File: src/hdl/gmec_ram.sv
// Generic single-write, single-read RAM with a registered read port.
module gmec_ram #(
   parameter int WIDTH = 8,
   parameter int DEPTH = 16
) (
   input  logic                     clock,
   input  logic                     wr_en,
   input  logic [$clog2(DEPTH)-1:0] wr_addr,
   input  logic [WIDTH-1:0]         wr_data,
   input  logic [$clog2(DEPTH)-1:0] rd_addr,
   output logic [WIDTH-1:0]         rd_data
);

   logic [WIDTH-1:0] mem [DEPTH];
   logic [WIDTH-1:0] rd_data_ff;

   // Write port and registered read port.
   always_ff @(posedge clock) begin
      if (wr_en) begin
         mem[wr_addr] <= wr_data;
      end
      rd_data_ff <= mem[rd_addr];
   end

   assign rd_data = rd_data_ff;

endmodule

File: config.mk
export PLATFORM = sky130hd
export DESIGN_NAME = gmec_ram
export DESIGN_NICKNAME = d
export VERILOG_FILES = /design/src/hdl/gmec_ram.sv
export SDC_FILE = /design/constraint.sdc
export NUM_CORES = 1
export LEC_CHECK = 0
export BUFFER_PORTS_ARGS = -buffer_cell sky130_fd_sc_hd__buf_2
export CAP_MARGIN = 20
export CELL_PAD_IN_SITES_DETAIL_PLACEMENT = 1
export CELL_PAD_IN_SITES_GLOBAL_PLACEMENT = 1
export CORE_ASPECT_RATIO = 1.2
export CORE_MARGIN = 2
export CORE_UTILIZATION = 50
export CTS_CLUSTER_DIAMETER = 200
export DETAILED_ROUTE_END_ITERATION = 12
export GPL_TIMING_DRIVEN = 0
export PLACE_DENSITY = 0.78
export SKIP_LAST_GASP = 1
export SYNTH_ARGS = -nofsm -noshare
export SYNTH_HDL_FRONTEND = slang
export SYNTH_SLANG_ARGS = --single-unit
File: constraint.sdc
create_clock -name clock -period 2.3 [get_ports clock]
set_input_delay 0.345 -clock clock [delete_from_list [all_inputs] [get_ports clock]]
set_output_delay 0.345 -clock clock [all_outputs]
set_load 0.1 [all_outputs]
-- Yosys cells after proc, flatten, opt, wreduce, memory -nomap -nowiden
Memory sizes are Yosys's and may differ from the RTL's. A register that Yosys moved wholly into a read port is not among the register bits.
Cells that the tools add are included.
- RAM bits: 128
- bits of input ports: 18
- memories kept: 1
- register bits after elaboration: 0
- logic and storage cells: 3
- multiplexer cells: 2
- memory list (memory ; words ; bits a word ; rd ports ; clocked after memory_dff ; wr ports ; line ; text):
    mem ; 16 ; 8 ; 1 ; 1 ; 1 ; 14 ; logic [WIDTH-1:0] mem [DEPTH];
- operators by type and width (operator ; number):
    2-to-1 mux 1 bit ; 2

-- Depth between registers and ports, before layout
- depth after elaboration: 2
- mapped depth: 5
- depth with buffers taken out: 3

-- Worst setup path before layout
OpenSTA, ideal clock, no wires.
- path kind: input to register
- start point: input port wr_addr[2]
- end point: memory mem[0][0] (enable)
- data arrival time: 1.455 ns
- setup slack: 0.462 ns
- stages: 2
- data required time: 1.917 ns
- path buffers: 0
- cell sequence: or3b_2 > nor3_1
- RTL lines (what ; line ; text):
    start: declaration ; 8 ; input logic [$clog2(DEPTH)-1:0] wr_addr,
    end: declaration ; 14 ;
No word-level cell before the write port.

-- Worst setup path after layout
- start point: input port wr_addr[2]
- end point: memory mem[2][4] (enable)
No word-level cell before the write port.

==> flow_metrics.env <==
export IMPL_die_h_um=115
export IMPL_worst_path_buf_inv=1
export IMPL_dp_hpwl_um=6820
export IMPL_cap_viol_max_count=0
export IMPL_grt_pass1_vias=2640
export IMPL_power_ir_vdd_worst_v=0.000592
export IMPL_portBuffers=24
export IMPL_yosys_register_bits=136
export IMPL_internal_power_mw=5.05
export IMPL_worstSetupEndpointType="flop"
export IMPL_synth_warnings=0
export IMPL_post_cts_buffers=0
export IMPL_ys_seq_area_share_pct=77.8
export IMPL_mostFrequentLayoutCell="edfxtp_1"
export IMPL_cpLargestDelayFamily="simple AND/OR/NAND/NOR gates"
export IMPL_min_path_cells=1
export IMPL_crit_chain="buf_2, or3b_2, nor2_1"
export IMPL_ant_nets=0
export IMPL_antenna_cells=0
export IMPL_rows=40
export IMPL_reg2reg_depth=3
export IMPL_switchingPower_mw=1.30
export IMPL_num_vias=2443
export IMPL_status="finished clean"
export IMPL_cp_num_cells=3
export IMPL_numCtsBuffers=17
export IMPL_via_per_inst=5.89
export IMPL_start_util_pct=51.4
export IMPL_rsz0062_at_grt="no"
export IMPL_relSlewSlack_pct=39.7
export IMPL_worstPathMaxFanout=8
export IMPL_cts_hold_fix_buffers=0
export IMPL_p_sw_share_pct=20.5
export IMPL_worstPathArrival_ns=1.71
export IMPL_synth_area_um2=5150
export IMPL_dr_pass1_iters=4
export IMPL_final_cell_area_um2=6140
export IMPL_io_pins=26
export IMPL_maxSlewViolCount=0
export IMPL_setup_viol=0
export IMPL_die_x_um=96.6
export IMPL_final_setup_skew_ns=0.00945
export IMPL_cts_resized=0
export IMPL_gp_congestion=0.748
export IMPL_r2r_start="mem[7][7]$_DFFE_PP_"
export IMPL_critPathLaunch="wr_addr[2]"
export IMPL_grt_max_degree=17
export IMPL_start_kind="primary input"
export IMPL_holdWs_ns=0.322
export IMPL_grt_pass1_wl_um=16600
export IMPL_synth_largest_area_cell="edfxtp_1"
export IMPL_grt_overflow=0
export IMPL_clk_latency_ns=0.42
export IMPL_cp_required_ns=2.34
export IMPL_utilization_pct=61.3
export IMPL_worst_pin_slew_ns=0.901
export IMPL_cts_clk_slew_worst_paths_ns=0.06
export IMPL_synthCells=229
export IMPL_slowest_stage="nor2_1"
export IMPL_htree_levels=4
export IMPL_wire_per_inst_um=26.5
export IMPL_cts_tree="built"
export IMPL_synth_net_count=247
export IMPL_final_cell_mix="128 x edfxtp_1, 30 x buf_2, 18 x mux4_2"
export IMPL_placedInstanceArea_um2=5450
export IMPL_power_mw=6.35
export IMPL_drt_iter0_drc=274
export IMPL_core_area_um2=10000
export IMPL_synthTopCellsByArea="edfxtp_1 75%, mux4_2 7.9%, mux4_1 7.1%"
export IMPL_synth_cell_types=19
export IMPL_die_area_um2=11100
export IMPL_hold_path_class="in -> reg"
export IMPL_powerDensity_nw_per_um2=1030
export IMPL_clkPwrFrac_pct=50.0
export IMPL_period_share_pct=72.6
export IMPL_syn2layout_area_growth_pct=19.3
export IMPL_drive_above_1_share_pct=30.4
export IMPL_leakage_nw=2.09
export IMPL_seqPwrFrac_pct=43.9
export IMPL_drt_total_wl_um=11000
export IMPL_cts_root_buf="clkbuf_16"
export IMPL_p_comb_share_pct=6.1
export IMPL_syn_area_per_cell_um2=22.5
export IMPL_num_fill_cells=842
export IMPL_grt_use_total_pct=21.5
export IMPL_tns_ns=0
export IMPL_antenna_found_initial=0
export IMPL_hold_start="wr_data[6]"
export IMPL_slowest_delay_ns=0.71
export IMPL_yosysTopAreaCellShare_pct=74.7
export IMPL_finalNetCount=294
export IMPL_min_period_ns=1.67
export IMPL_route_detailed_drc=0
export IMPL_clk_path_buf_depth=2
export IMPL_hold_violations=0
export IMPL_path_class="in -> reg"
export IMPL_clock_sinks=136
export IMPL_fmax_ghz=0.599
==> cell type report <==
class / instances / area (um^2) / share of cell area (%)
clock inverters: 13 / 249 / 4.06
well taps: 126 / 158 / 2.57
flip-flops and latches: 136 / 4000 / 65.2
repair buffers: 28 / 143 / 2.32
multi-input cells: 83 / 1060 / 17.2
plain buffers: 10 / 86.3 / 1.41
clock buffers: 19 / 443 / 7.21
==> layer usage <==
metal / vias up / share of wire [%] / track usage, %
met5: - / 0 / 0
met4: 0 / 2.1 / 10.1
met3: 19 / 5.9 / 4.98
met2: 94 / 50 / 33.8
met1: 1261 / 42 / 29.1
li1: 1069 / - / -
==> cell families after synthesis <==
family | Yosys count | share of synthesized area, %
AOI/OAI and AO/OA | 16 | 2.33
buffers and inverters | 10 | 1.68
DFF | 136 | 77.8
muxes | 32 | 15.0
and+or+nand+nor | 35 | 3.18
==> power by group through the flow <==
stage | Clock [mW] | Sequential (mW) | Combinational, mW
6_report | 3.18 | 2.79 | 0.385
4_1_cts | 3.20 | 2.79 | 0.388
3_5_place_dp | 0 | 2.84 | 0.383
2_1_floorplan | 0 | 2.95 | 0.141
3_3_place_gp | 0 | 2.83 | 0.374
5_1_grt | 3.29 | 2.79 | 0.406
==> metrics by stage <==
stage          setup slack, ns  instances
4_1_cts                  0.657        415
6_report                 0.629        415
3_3_place_gp            -0.101        379
5_1_grt                  0.586        415
3_5_place_dp             0.224        383
2_1_floorplan            0.462        229
==> worst register-to-register path, stage by stage, from the launching register on <==
cell,delay (ns)
edfxtp_1,0.41
mux4_2,0.51
a22oi_1,0.30
nand2_1,0.14
==> path summary, 6_finish.rpt <==
path / to / slack [ns]
min: mem[1][6]$_DFFE_PP_ / 0.32
max: mem[2][4]$_DFFE_PP_ / 0.63
max reg2reg: rd_data[7]$_DFF_P_ / 0.82
min reg2reg: rd_data[1]$_DFF_P_ / 0.69
==> cell usage after synthesis (all sizes together) <==
library cell / n
nand2b: 2
edfxtp: 128
a22oi: 16
clkdlybuf4s25: 3
buf: 7
and2b: 1
and2: 1
nor3: 4
mux4: 32
nand3: 1
nor2: 13
nand2: 9
dfxtp: 8
or3b: 1
nand3b: 2
nor2b: 1
==> sequential cells by signal, indices dropped and copies added (netlist names) <==
| signal | cells |
|---|---|
| mem | 128 |
| rd_data | 8 |
Note: power is estimated with default switching activity, not from simulation.
