### config.mk
export PLATFORM = sky130hd
export DESIGN_NAME = gmec_color_unit
export DESIGN_NICKNAME = d
export VERILOG_FILES = /design/src/hdl/gmec_pkg.sv /design/src/hdl/gmec_color_unit.sv
export SDC_FILE = /design/constraint.sdc
export NUM_CORES = 1
export LEC_CHECK = 0
export ABC_AREA = 1
export BUFFER_PORTS_ARGS = -buffer_cell sky130_fd_sc_hd__buf_2
export CAP_MARGIN = 20
export CORE_MARGIN = 4
export CORE_UTILIZATION = 40
export DETAILED_ROUTE_END_ITERATION = 10
export PLACE_DENSITY = 0.76
export RECOVER_POWER = 25
export SLEW_MARGIN = 0
export SYNTH_ARGS = -nofsm -noshare
export SYNTH_HDL_FRONTEND = slang
export SYNTH_SLANG_ARGS = --single-unit
### constraint.sdc
create_clock -name vclk -period 1.2
set_input_delay 0.06 -clock vclk [all_inputs]
set_output_delay 0.06 -clock vclk [all_outputs]
set_load 0.05 [all_outputs]
### src/hdl/gmec_pkg.sv
// Shared constants, types and operation codes for the greedy mesh element coloring block.
package gmec_pkg;

   // Sizing of the block.
   localparam int NODE_COUNT = 4096;
   localparam int MAX_COLORS = 32;
   localparam int MAX_NODES = 32;
   localparam int ELEM_W = 16;

   // Field widths fixed by the transaction formats.
   localparam int NODE_IN_W = 12;
   localparam int OUT_CLR_W = 6;

   // Derived widths. NODE_COUNT is a power of two, so the node number is a bit slice.
   localparam int NODE_W = $clog2(NODE_COUNT);
   localparam int CNT_W = $clog2(MAX_NODES + 1);
   localparam int LIST_AW = $clog2(MAX_NODES);
   localparam int LIST_W = NODE_W + MAX_COLORS;
   localparam int CLR_W = 7;

   // Operation codes of the request transaction.
   localparam logic OP_NODE = 1'b0;
   localparam logic OP_NEW_MESH = 1'b1;

   // Sequencer states, one-hot.
   typedef enum logic [4:0] {
      ST_CLEAR  = 5'b00001,
      ST_IDLE   = 5'b00010,
      ST_LOOKUP = 5'b00100,
      ST_PICK   = 5'b01000,
      ST_WRITE  = 5'b10000
   } gmec_state_type;

endpackage

### src/hdl/gmec_color_unit.sv
// Finds the lowest color whose bit is clear in the blocked-color mask.
module gmec_color_unit import gmec_pkg::*; (
   input  logic [MAX_COLORS-1:0] blocked,
   output logic                  found,
   output logic [MAX_COLORS-1:0] color_bit,
   output logic [CLR_W-1:0]      color
);

   logic [MAX_COLORS-1:0] free;

   // Isolate the lowest free bit with one two's-complement add.
   assign free = ~blocked;
   assign found = |free;
   assign color_bit = free & (~free + MAX_COLORS'(1));

   // Encode the one-hot bit; colors count from one.
   always_comb begin
      color = '0;
      for (int i = 0; i < MAX_COLORS; i++) begin
         if (color_bit[i]) begin
            color = color | CLR_W'(i + 1);
         end
      end
   end

endmodule

==> out/results.ini, run 1 <==
[run_status]
outcome = did not finish
haltStage = clock tree synthesis
tool.error = [ERROR DPL-0038] Utilization greater than 100%, impossible to legalize

[placement]
gp_congestion = 0.938
hpwl_um = 3840
portBuffers = 71

[synthesis]
synth_fp_nets = 265
ys_seq_area_share_pct = 0
syn-cell-area_um2 = 1130
syn_inst = 233
syn_area_per_cell_um2 = 4.84
synth_cell_types = 25
ys_warn_count = 0

[cts]
post_cts_resized = 140
postCtsSetupBuffers = 3
hold_buffers = 0

[die]
start_util_pct = 43.6
die_h_um = 61.1
io_pins = 72
rows = 18
die_w_um = 61.1

[logic make-up after synthesis]
kind of cell / Yosys count / synth area share (%)
AND/OR/NAND/NOR: 173 / 78.9
AO/OA/AOI/OAI: 4 / 1.77
other: 1 / 0.332
buffers and inverters: 55 / 19.0
[synth_stat cells, drive strengths merged]
master	count	area share, %
o21ai	3	1.3
nand3	25	15
nand3b	6	4.0
conb	1	0.33
inv	53	18
nand2	75	28
nand4	2	1.1
and2	2	1.2
nor3	6	3.1
nor4	1	0.55
buf	2	1.3
a21oi	1	0.44
nor3b	2	1.3
nor2	54	24
[stage by stage]
step,instance area (um2),setup WS [ns],hold slack (ns),TNS [ns],instances
floorplan,1300,-0.272,0.166,-0.357,233
global placement,2120,-0.306,0.478,-4.98,389
detailed placement,2120,-0.320,0.477,-5.33,389
==> run 2, diff against run 1 <==
--- a/config.mk
+++ b/config.mk
@@ -9,9 +9,9 @@
 export BUFFER_PORTS_ARGS = -buffer_cell sky130_fd_sc_hd__buf_2
 export CAP_MARGIN = 20
 export CORE_MARGIN = 4
-export CORE_UTILIZATION = 40
+export CORE_UTILIZATION = 25
 export DETAILED_ROUTE_END_ITERATION = 10
-export PLACE_DENSITY = 0.76
+export PLACE_DENSITY_LB_ADDON = 0.15
 export RECOVER_POWER = 25
 export SLEW_MARGIN = 0
 export SYNTH_ARGS = -nofsm -noshare
==> out/results.ini, run 2 <==
[run_status]
outcome = finished, violations left
violations = negative setup slack

[placement]
gp_congestion = 0.878  ; -6.4%
portBuffers = 71  ; unchanged
hpwl_um = 4100  ; +6.9%
dp_slack_ns = -0.331  ; -0.0111 ns

[global_route]
grt.met2_usage_pct = 35.3
grt_start_max_net_pins = 7
met1_usage_pct = 22.1
grt_util_met3_pct = 1.07
grt_pass1_vias = 1934
antenna_found_initial = 0
grt_first_pass_wirelength_um = 8300
grtUsageTotal_pct = 18.1
grt_overflow_total = 0
grt_most_used_layer = met2

[cells_and_area]
nClkBuffers = 0
fin_nets = 412
area_growth_pct = 169
layout_common_cells = 69 x buf_4, 33 x inv_1, 32 x nand2_1
nFillCells = 349
drive_above_1_share_pct = 72.0
antenna_cells = 0
seq_cells = 0
final_common_cell = buf_4
ff_latch_area_um2 = 0

[die]
start_util_pct = 25.9  ; -18 points
io_pins = 72  ; unchanged
coreArea_um2 = 4350
dieArea_um2 = 5650
die_w_um = 75.2  ; +23%
die_h_um = 75.2  ; +23%
rows = 24  ; +6

[synthesis]
yosys.area_share.simple_pct = 78.9  ; unchanged
synth_compound_area_share_pct = 1.77  ; unchanged
synth_cell_types = 25  ; unchanged
synth_top_cells_by_area = nand2_1 22%, inv_1 17%, nor2_1 16%
synthAdderAreaFrac_pct = 0  ; unchanged
syn-cell-area_um2 = 1130  ; unchanged
muxShareOfSynthArea_pct = 0  ; unchanged
synth_top_family_by_area = simple AND/OR/NAND/NOR gates
ys_seq_area_share_pct = 0  ; unchanged
synthXorXnorAreaFrac_pct = 0  ; unchanged
syn_area_per_cell_um2 = 4.84  ; unchanged
netlist_top_cells_count = 65 x nand2_1, 50 x inv_1, 47 x nor2_1
synth_top_area_cell = nand2_1
syn_inst = 233  ; unchanged
yosysMostFrequentCell = nand2_1
synth_fp_nets = 265  ; unchanged
ys_warn_count = 0  ; unchanged
netlist.area_leader.share_pct = 21.6  ; unchanged

[worst_setup_path]
worst_ep_required_time_ns = 1.14
criticalPathCategory = input port to primary output
worstPathMaxFanout = 6
endpoint_kind = primary output
worstSetupStartpointType = input port
cp.arrival_ns = 1.27

[min_path]
whs_path_depth = 3
worstHoldStart = blocked[1]
hold_end = color_bit[1]
holdCritPathClass = input port to primary output

[route]
wl_per_cell_um = 12.2
viasPerCell = 4.49
postRouteAntennaNets = 0
drc = 0
drt_first_pass_iters = 4
vias = 1930
drtIter0Drc = 40
wl_um = 5260

[sta]
fin_crit_ns = 1.33
finalCritPeriodShare_pct = 111
timing.fmax_mhz = 754
hold_violations = 0
worst_pin_slew_ns = 0.626
max-slew-margin-rel_pct = 58.5
rsz0062_at_grt = true
setup_ws_ns = -0.127
slew_viol_final = 0
finalSetupViolCount = 10

[power_and_ir_drop]
vdd_ir_drop_max_v = 0.000129
power_uw = 562
power_density_nw_per_um2 = 186
p_leak_uw = 0.00179

[job]
max_cap_violations = 0

-- run 2: cell counts after synthesis --
No cell type changed its count.
-- run 2: cells by family after synthesis --
| family | count (synthesis) |
|---|---|
| buffers and inverters | 55 |
| and+or+nand+nor | 173 |
| other | 1 |
| AOI/OAI and AO/OA | 4 |
-- run 2: what timing repair did --
action,CTS,global route
endpoints found under the setup margin,31,31
resized for setup,120,106
buffers inserted,2,6
hold buffers,0,0
pin swaps,23,21
-- run 2: worst max-delay path by stage --
stage                startpoint       endpoint  slack, ns  cells after the start
finish               blocked[2]       color[4]      -0.13                     12
global route         blocked[7]       color[4]      -0.24                     12
CTS                 blocked[11]       color[4]       -0.1                     13
detailed placement   blocked[1]       color[4]      -0.33                     12
global placement    blocked[10]       color[4]      -0.33                     12
floorplan            blocked[9]  color_bit[31]      -0.27                      7
-- run 2: layout make-up --
cell class | instances | area [um2] | share of cell area [%]
repair buffers | 147 | 1330 | 43.7
well taps | 52 | 65.1 | 2.15
multi-input cells | 178 | 1420 | 46.7
inverters | 53 | 224 | 7.39
-- run 2: power breakdown --
group          switching [uW]  total (uW)  internal [uW]
registers                   0           0              0
clock network               0           0              0
logic                     306         562            256
-- run 2: critical path, stage by stage --
cell,delay [ns]
buf_12,0.10
nand2_8,0.05
nor2_8,0.17
nand2_4,0.09
nor2_8,0.20
nand3_4,0.15
nand2_1,0.08
inv_1,0.04
nand2_1,0.05
nor2_1,0.05
nand2_2,0.07
buf_8,0.14
-- run 2: layer usage --
metal	vias up	share of wire, %
li1	1000	-
met1	871	38
met2	53	55
met3	6	5.0
met4	0	1.3
met5	-	0
-- run 2: stage by stage --
| stage | cells | setup TNS (ns) | utilization [%] | hold WS, ns | instance area, um2 |
|---|---|---|---|---|---|
| 2_1_floorplan | 233 | -0.357 | - | 0.166 | 1300 |
| 3_3_place_gp | 424 | -5.31 | 51.5 | 0.480 | 2240 |
| 3_5_place_dp | 424 | -5.32 | 51.5 | 0.482 | 2240 |
| 4_1_cts | 426 | -0.641 | 61.0 | 0.480 | 2660 |
| 5_1_grt | 430 | -2.29 | 69.6 | 0.504 | 3030 |
| 6_report | 430 | -0.817 | 69.6 | 0.494 | 3030 |
(Power assumes the default switching activity.)
==> run 3, diff against run 2 <==
--- a/config.mk
+++ b/config.mk
@@ -11,8 +11,8 @@
 export CORE_MARGIN = 4
 export CORE_UTILIZATION = 25
 export DETAILED_ROUTE_END_ITERATION = 10
-export PLACE_DENSITY_LB_ADDON = 0.15
 export RECOVER_POWER = 25
+export SETUP_SLACK_MARGIN = 0.02
 export SLEW_MARGIN = 0
 export SYNTH_ARGS = -nofsm -noshare
 export SYNTH_HDL_FRONTEND = slang
==> out/results.ini, run 3 (same netlist as run 2, synthesis figures left out) <==
[placement]
hpwl_um = 4090  ; -0.40%
gp_congestion = 0.879  ; +0.18%
placedCellCount = 428  ; +0.94%
portBuffers = 71  ; unchanged
placed_area_um2 = 2270  ; +1.0%

[sta]
max-slew-margin-rel_pct = 60.2  ; +1.8 points
finalCritPeriodShare_pct = 111  ; about the same
fin_crit_ns = 1.33  ; +0.00102 ns
slew_viol_final = 0  ; unchanged
rsz0062_at_grt = true
worst_pin_slew_ns = 0.599  ; -0.0264 ns
final.setup.tns_ns = -1.08  ; -0.262 ns
setup_ws_ns = -0.128  ; -0.00102 ns
hold_violations = 0  ; unchanged
finalSetupViolCount = 20  ; +10
timing.fmax_mhz = 753  ; about the same

[die]
dieArea_um2 = 5650  ; unchanged
start_util_pct = 25.9  ; unchanged
coreArea_um2 = 4350  ; unchanged
die_w_um = 75.2  ; unchanged
io_pins = 72  ; unchanged
die_h_um = 75.2  ; unchanged
rows = 24  ; unchanged

[worst_setup_path]
worst_ep_required_time_ns = 1.14  ; about the same
worstSetupStartpointType = input port
cp_common_cell = nand2_1
cp.arrival_ns = 1.27  ; about the same
worstPathMaxFanout = 4  ; -2
criticalPathCategory = input port to primary output
path_cells = buf_2 > nand2_2 > nor2_2 > buf_4 > nand2_1 > nor2_1 > nand2_1 > nand2_1 > nor2_2 > nand3_4 > buf_8
critPathMaxStageDelay_ns = 0.18  ; -0.02 ns
critPathLaunch = blocked[16]
critPathSlowestCell = nor2_2
endpoint_kind = primary output

[global_route]
grtUsageTotal_pct = 18.7  ; +0.57 points
grt_start_max_net_pins = 7  ; unchanged
grt_overflow_total = 0  ; unchanged
antenna_found_initial = 0  ; unchanged
grt_pass1_vias = 1971  ; +1.9%
grt_first_pass_wirelength_um = 8520  ; +2.7%

[route]
viasPerCell = 4.57  ; +1.8%
wl_um = 5670  ; +7.8%
drtIter0Drc = 99  ; +150%
drc = 0  ; unchanged
postRouteAntennaNets = 0  ; unchanged
vias = 1988  ; +3.0%
wl_per_cell_um = 13.0  ; +6.5%
drt_first_pass_iters = 4  ; unchanged

[min_path]
worstHoldStart = blocked[3]
hold_end = color_bit[3]
holdCritPathClass = input port to primary output
whs_path_depth = 3  ; unchanged

[cells_and_area]
final_common_cell = buf_4
final_cell_count_no_fill = 435  ; +1.2%
layout_common_cells = 85 x buf_4, 41 x inv_1, 33 x buf_6
final_cell_area_um2 = 2970  ; -2.1%
seq_cells = 0  ; unchanged
fin_nets = 417  ; +1.2%
ff_latch_area_um2 = 0  ; unchanged
drive_above_1_share_pct = 71.5  ; -0.42 points
antenna_cells = 0  ; unchanged
area_growth_pct = 163
nClkBuffers = 0  ; unchanged

[power_and_ir_drop]
power_density_nw_per_um2 = 185  ; -0.50%
vdd_ir_drop_max_v = 0.000123  ; -4.2%
p_leak_uw = 0.00178  ; -0.41%

[job]
max_cap_violations = 0  ; unchanged

[run_status]
outcome = finished, violations left
violations = negative setup slack

==> run 3: changes by cell type in the layout (fill, tap and decap cells not counted), sizes merged <==
cell	change
clkbuf	-1
buf	+6
==> run 3: what timing repair did <==
action | CTS | global route
setup endpoints to repair | 31 | 33
gates resized for setup | 128 | 75
hold endpoints to repair | 0 | 0
buffers inserted | 4 | 4
hold buffers | 0 | 0
pin swaps | 33 | 29
gates cloned | 0 | 0
==> run 3: metal layers <==
metal  share of wire, %  track usage (%)  vias up  wire (um)
met3                5.1             1.20       10        290
met1                 38             21.3      908       2130
met4                1.9             5.24        0        110
met2                 55             36.8       64       3140
met5                  0                0        -          0
li1                   -                -     1006          -
==> run 3: power by group <==
| part | switching [uW] | internal (uW) |
|---|---|---|
| combinational | 301 | 247 |
| sequential | 0 | 0 |
| clock | 0 | 0 |
| total | 301 | 247 |
==> run 3: through the flow <==
| step | setup WS [ns] | total power (uW) | utilization, % | hold slack (ns) |
|---|---|---|---|---|
| floorplan | -0.272 | 193 | - | 0.166 |
| global placement | -0.316 | 419 | 52.0 | 0.478 |
| detailed placement | -0.332 | 422 | 52.0 | 0.481 |
| CTS | -0.112 | 503 | 62.5 | 0.471 |
| global route | -0.211 | 581 | 68.1 | 0.503 |
| finish | -0.128 | 548 | 68.1 | 0.483 |
==> run 3: critical path, delay by kind of cell <==
family	cells	cell delay, ns
and+or+nand+nor	8	0.80
buffers and inverters	3	0.41
==> run 3: layout make-up <==
class	count	area, um2
fillers	362	1390
multi-input cells	178	1370
repair buffers	152	1310
inverters	53	216
well taps	52	65.1
==> run 3: worst max-delay path by stage <==
| stage | to | slack, ns |
|---|---|---|
| floorplan | color_bit[31] | -0.27 |
| global placement | color[4] | -0.32 |
| detailed placement | color[4] | -0.33 |
| CTS | color[4] | -0.11 |
| global route | color[3] | -0.21 |
| finish | color[0] | -0.13 |
